--- src/rtl/vrra_pkg.sv ---
`default_nettype none

package vrra_pkg;

    localparam int CMD_W  = 2;
    localparam int VIEW_W = 4;
    localparam int ROW_W  = 7;
    localparam int CNT_W  = 16;

    typedef enum logic [CMD_W-1:0] {
        CMD_OCCUPY = 2'd0,
        CMD_FREE   = 2'd1,
        CMD_FIND   = 2'd2,
        CMD_CLEAR  = 2'd3
    } t_cmd;

    localparam logic signed [CNT_W-1:0] CNT_MAX = {1'b0, {(CNT_W-1){1'b1}}};
    localparam logic signed [CNT_W-1:0] CNT_MIN = {1'b1, {(CNT_W-1){1'b0}}};

    typedef struct packed {
        logic                    present;
        logic signed [CNT_W-1:0] count;
    } t_entry;

    typedef struct packed {
        logic capture;
        logic clr_start;
        logic clr_step;
        logic acc_read;
        logic acc_write;
        logic find_start;
        logic find_issue;
        logic keep_res;
        logic load_out;
    } t_dp_cmd;

    typedef struct packed {
        logic clr_last;
        logic addr_ok;
        logic find_hit;
        logic out_free;
    } t_dp_sts;

endpackage

`default_nettype wire

--- src/rtl/vrra_ctrl.sv ---
`default_nettype none

module vrra_ctrl (
    input  wire                i_clk,
    input  wire                i_rst_n,
    input  wire                i_in_valid,
    input  vrra_pkg::t_cmd     i_in_cmd,
    output logic               o_in_ready,
    input  vrra_pkg::t_dp_sts  i_sts,
    output vrra_pkg::t_dp_cmd  o_cmd
);
    import vrra_pkg::*;

    typedef enum logic [2:0] {
        S_CLR,
        S_IDLE,
        S_ACC_RD,
        S_ACC_WR,
        S_FIND,
        S_RES
    } t_state;

    t_state r_state;
    t_state n_state;

    always_comb begin
        n_state    = r_state;
        o_in_ready = 1'b0;
        o_cmd      = '0;
        unique case (r_state)
            S_CLR: begin
                o_cmd.clr_step = 1'b1;
                if (i_sts.clr_last) begin
                    n_state = S_IDLE;
                end
            end
            S_IDLE: begin
                o_in_ready = 1'b1;
                if (i_in_valid) begin
                    o_cmd.capture = 1'b1;
                    unique case (i_in_cmd)
                        CMD_CLEAR: begin
                            o_cmd.clr_start = 1'b1;
                            n_state         = S_CLR;
                        end
                        CMD_FIND: begin
                            o_cmd.find_start = 1'b1;
                            n_state          = S_FIND;
                        end
                        CMD_OCCUPY, CMD_FREE: begin
                            n_state = S_ACC_RD;
                        end
                    endcase
                end
            end
            S_ACC_RD: begin
                if (i_sts.addr_ok) begin
                    o_cmd.acc_read = 1'b1;
                    n_state        = S_ACC_WR;
                end else begin
                    n_state = S_IDLE;
                end
            end
            S_ACC_WR: begin
                o_cmd.acc_write = 1'b1;
                n_state         = S_IDLE;
            end
            S_FIND: begin
                o_cmd.find_issue = 1'b1;
                if (i_sts.find_hit) begin
                    o_cmd.keep_res = 1'b1;
                    n_state        = S_RES;
                end
            end
            S_RES: begin
                if (i_sts.out_free) begin
                    o_cmd.load_out = 1'b1;
                    n_state        = S_IDLE;
                end
            end
            default: begin
                n_state = S_CLR;
            end
        endcase
    end

    always_ff @(posedge i_clk) begin
        if (!i_rst_n) begin
            r_state <= S_CLR;
        end else begin
            r_state <= n_state;
        end
    end

    a_hit_to_res: assert property (@(posedge i_clk) disable iff (!i_rst_n)
        (r_state == S_FIND && i_sts.find_hit) |=> (r_state == S_RES))
        else $error("Search hit did not move to the result state.");

    a_find_start: assert property (@(posedge i_clk) disable iff (!i_rst_n)
        (o_in_ready && i_in_valid && i_in_cmd == CMD_FIND) |=> (r_state == S_FIND))
        else $error("Accepted search did not start the row walk.");

endmodule

`default_nettype wire

--- config.mk ---
export PLATFORM = sky130hd
export DESIGN_NAME = vrra_ctrl
export DESIGN_NICKNAME = d
export VERILOG_FILES = /design/src/rtl/vrra_pkg.sv /design/src/rtl/vrra_ctrl.sv
export SDC_FILE = /design/constraint.sdc
export NUM_CORES = 1
export LEC_CHECK = 0
export BUFFER_PORTS_ARGS = -buffer_cell sky130_fd_sc_hd__buf_2
export CAP_MARGIN = 10
export CORE_AREA = 4 4 41 43
export CTS_CLUSTER_SIZE = 20
export DETAILED_ROUTE_END_ITERATION = 10
export DIE_AREA = 0 0 45 47
export PLACE_DENSITY = 0.48
export SYNTH_ARGS = -nofsm -noshare
export SYNTH_HDL_FRONTEND = slang
export SYNTH_SLANG_ARGS = --single-unit
export TNS_END_PERCENT = 20
--- constraint.sdc ---
create_clock -name i_clk -period 2.6 [get_ports i_clk]
set_input_delay 0.52 -clock i_clk [delete_from_list [all_inputs] [get_ports i_clk]]
set_output_delay 0.52 -clock i_clk [all_outputs]
set_load 0.01 [all_outputs]
==> results.py <==
metrics = {
    "floorplan": {
        "start_util_pct": 24.6,
        "rows": 13,
        "core_area_um2": 1300,
        "die_w_um": 45,
        "io_pins": 19,
        "die_area_um2": 2120,
        "die_height_um": 47,
    },
    "placed_design": {
        "gp_congestion": 0.750,
        "io_buffer_count": 18,
    },
    "sta": {
        "whs_ps": 570,
        "slew-limit-headroom_pct": 65.2,
        "fin_skew_ps": 0.215,
        "period_share_pct": 75.7,
        "hold_viol": 0,
        "post-route-min-period_ps": 1970,
        "worstMarginPinSlew_ps": 522,
        "tns_ps": 0,
        "maxClockFrequency_mhz": 508,
        "rsz0062_at_grt": "false",
        "drv_slew": 0,
        "finalSetupViolations": 0,
    },
    "clocking": {
        "htreeDepth": 1,
        "cts_buffers": 3,
        "cts_hold_buf": 0,
        "cts_tree": "built",
        "cts_buffer_depth": 2,
        "cts-root-buf": "clkbuf_4",
        "cts_setup_buffers": 0,
        "clk_pin_slew_ps": 30,
        "cts_resized": 0,
        "clk_latency_ps": 230,
        "cts.sinks": 3,
    },
    "logic_synthesis": {
        "avgSynthCellArea_um2": 9.71,
        "synth_cells": 33,
        "synthArstFlopShare_pct": 0,
        "ys_types": 26,
        "synth_top_cell_by_area": "dfxtp_1",
        "synth_edf_count": 0,
        "synthFlopType": "dfxtp_1",
        "synth.area.top_cells": "dfxtp_1, and4bb_1, nor3b_2, mux2i_1, nor3b_4",
        "synth_area_um2": 320,
        "syn_nets": 42,
        "ys_seq_area_share_pct": 18.8,
        "ys_warn_count": 0,
        "synth_seq_cells": 3,
        "synth_top_area_share_pct": 18.8,
    },
    "cells_and_area": {
        "largest_reg_flops": 3,
        "largest-register": "r_state",
        "top_regs": "r_state x3",
        "nNetsFinal": 64,
        "antenna_cells": 0,
        "drive_above_1_share_pct": 63.0,
        "post-route-util_pct": 34.4,
        "syn_to_final_growth_pct": 39.8,
        "num-fill-cells": 151,
    },
    "routing": {
        "viasPerCell": 4.61,
        "drc": 0,
        "wire_per_inst_um": 11.0,
        "dr.pass1.iters": 3,
        "ant_nets": 0,
        "vias": 318,
        "drt-initial-drc-count": 4,
        "wirelength_um": 761,
    },
    "setup_path": {
        "arrival_ps": 1450,
        "worstSetupStartpointType": "register",
        "cp_slowest_cell": "dfxtp_1",
        "required_ps": 2080,
        "max_stage_delay_ps": 460,
        "cp_cell_sequence": "nor3b_4 > and2_4 > nor3b_2 > buf_2",
        "critical_path_class": "reg -> out",
        "critPathCaptureType": "primary output",
        "cp_max_fo": 14,
    },
    "flow_run": {
        "max_cap_viol_count": 0,
    },
    "global_routing": {
        "grt_pass1_wl_um": 1260,
        "grt_use_met2_pct": 12.7,
        "busiest_layer": "met2",
        "gr-usage-met3_pct": 3.83,
        "grt_max_degree": 15,
        "use_met1_pct": 9.30,
        "antenna_found_initial": 0,
        "grt_pass1_vias": 311,
        "grt_util_all_layers_pct": 8.29,
        "grt_overflow_total": 0,
    },
    "outcome": {
        "outcome": "finished, final reports clean",
    },
    "pwr": {
        "cellPowerDensity_nw_per_um2": 432,
        "irDropWorstVdd_uv": 190,
        "leakage_nw": 0.244,
    },
    "worst_hold_path": {
        "hold_class": "in -> reg",
    },
}
placed cells by master, fill, tap and decap left out, types with 2 or more instances in the layout:
master    Yosys  layout
a21oi_1       2       2
and3_2        2       2
and4bb_1      2       2
buf_2         0      18
clkbuf_4      0       3
dfxtp_1       3       3
mux2i_1       2       2
nor3b_2       2       2
worst max-delay path: cells and delay by family, from the launching register on:
family        cells  cell delay [ps]
simple gates      3              610
flops             1              460
buf+inv           1              140
where the power goes:
| part | switching [W] | internal, W |
|---|---|---|
| Combinational | 0.0000252 | 0.0000318 |
| Clock | 0.0000220 | 0.0000574 |
| Sequential | 0.00000769 | 0.0000495 |
logic make-up after synthesis:
logic type	Yosys count	synth area share, %
compound gates	6	15.6
buf+inv	2	3.52
flops	3	18.8
mux	2	6.25
simple gates	20	55.9
cells in the mapped netlist (2+ instances only):
| cell type | instances |
|---|---|
| a21oi_1 | 2 |
| and3_2 | 2 |
| and4bb_1 | 2 |
| dfxtp_1 | 3 |
| mux2i_1 | 2 |
| nor3b_2 | 2 |
layer usage:
metal | up-vias | share of wire [%]
met5 | - | 0
met1 | 150 | 43
li1 | 163 | -
met2 | 5 | 51
met4 | 0 | 0
met3 | 0 | 4.9
final cells by class:
| class | instances | area, µm² | area share (%) |
|---|---|---|---|
| clock buffer | 4 | 26.3 | 5.87 |
| inverter | 1 | 3.75 | 0.838 |
| sequential | 3 | 60.1 | 13.4 |
| multi-input combinational | 28 | 249 | 55.6 |
| tap | 15 | 18.8 | 4.19 |
| timing repair buffer | 18 | 90.1 | 20.1 |
path summary, 6_finish.rpt:
path | cells past startpoint | slack, ps | startpoint | endpoint
setup / recovery | 4 | 630 | r_state[2] | o_cmd[3]
hold / removal | 3 | 570 | i_rst_n | r_state[2]
setup reg to reg | 3 | 1300 | r_state[2] | r_state[1]
hold reg to reg | 2 | 690 | r_state[2] | r_state[2]
through the flow:
stage               cell area (µm²)  std cells  setup slack [ps]  total power (W)
detailed placement              422         65               874         0.000116
floorplan                       320         33               974        0.0000955
global placement                422         65               902         0.000116
CTS                             448         69               611         0.000200
global route                    448         69               517         0.000214
finish                          448         69               632         0.000194
Note: power is estimated with default switching activity, not from simulation.
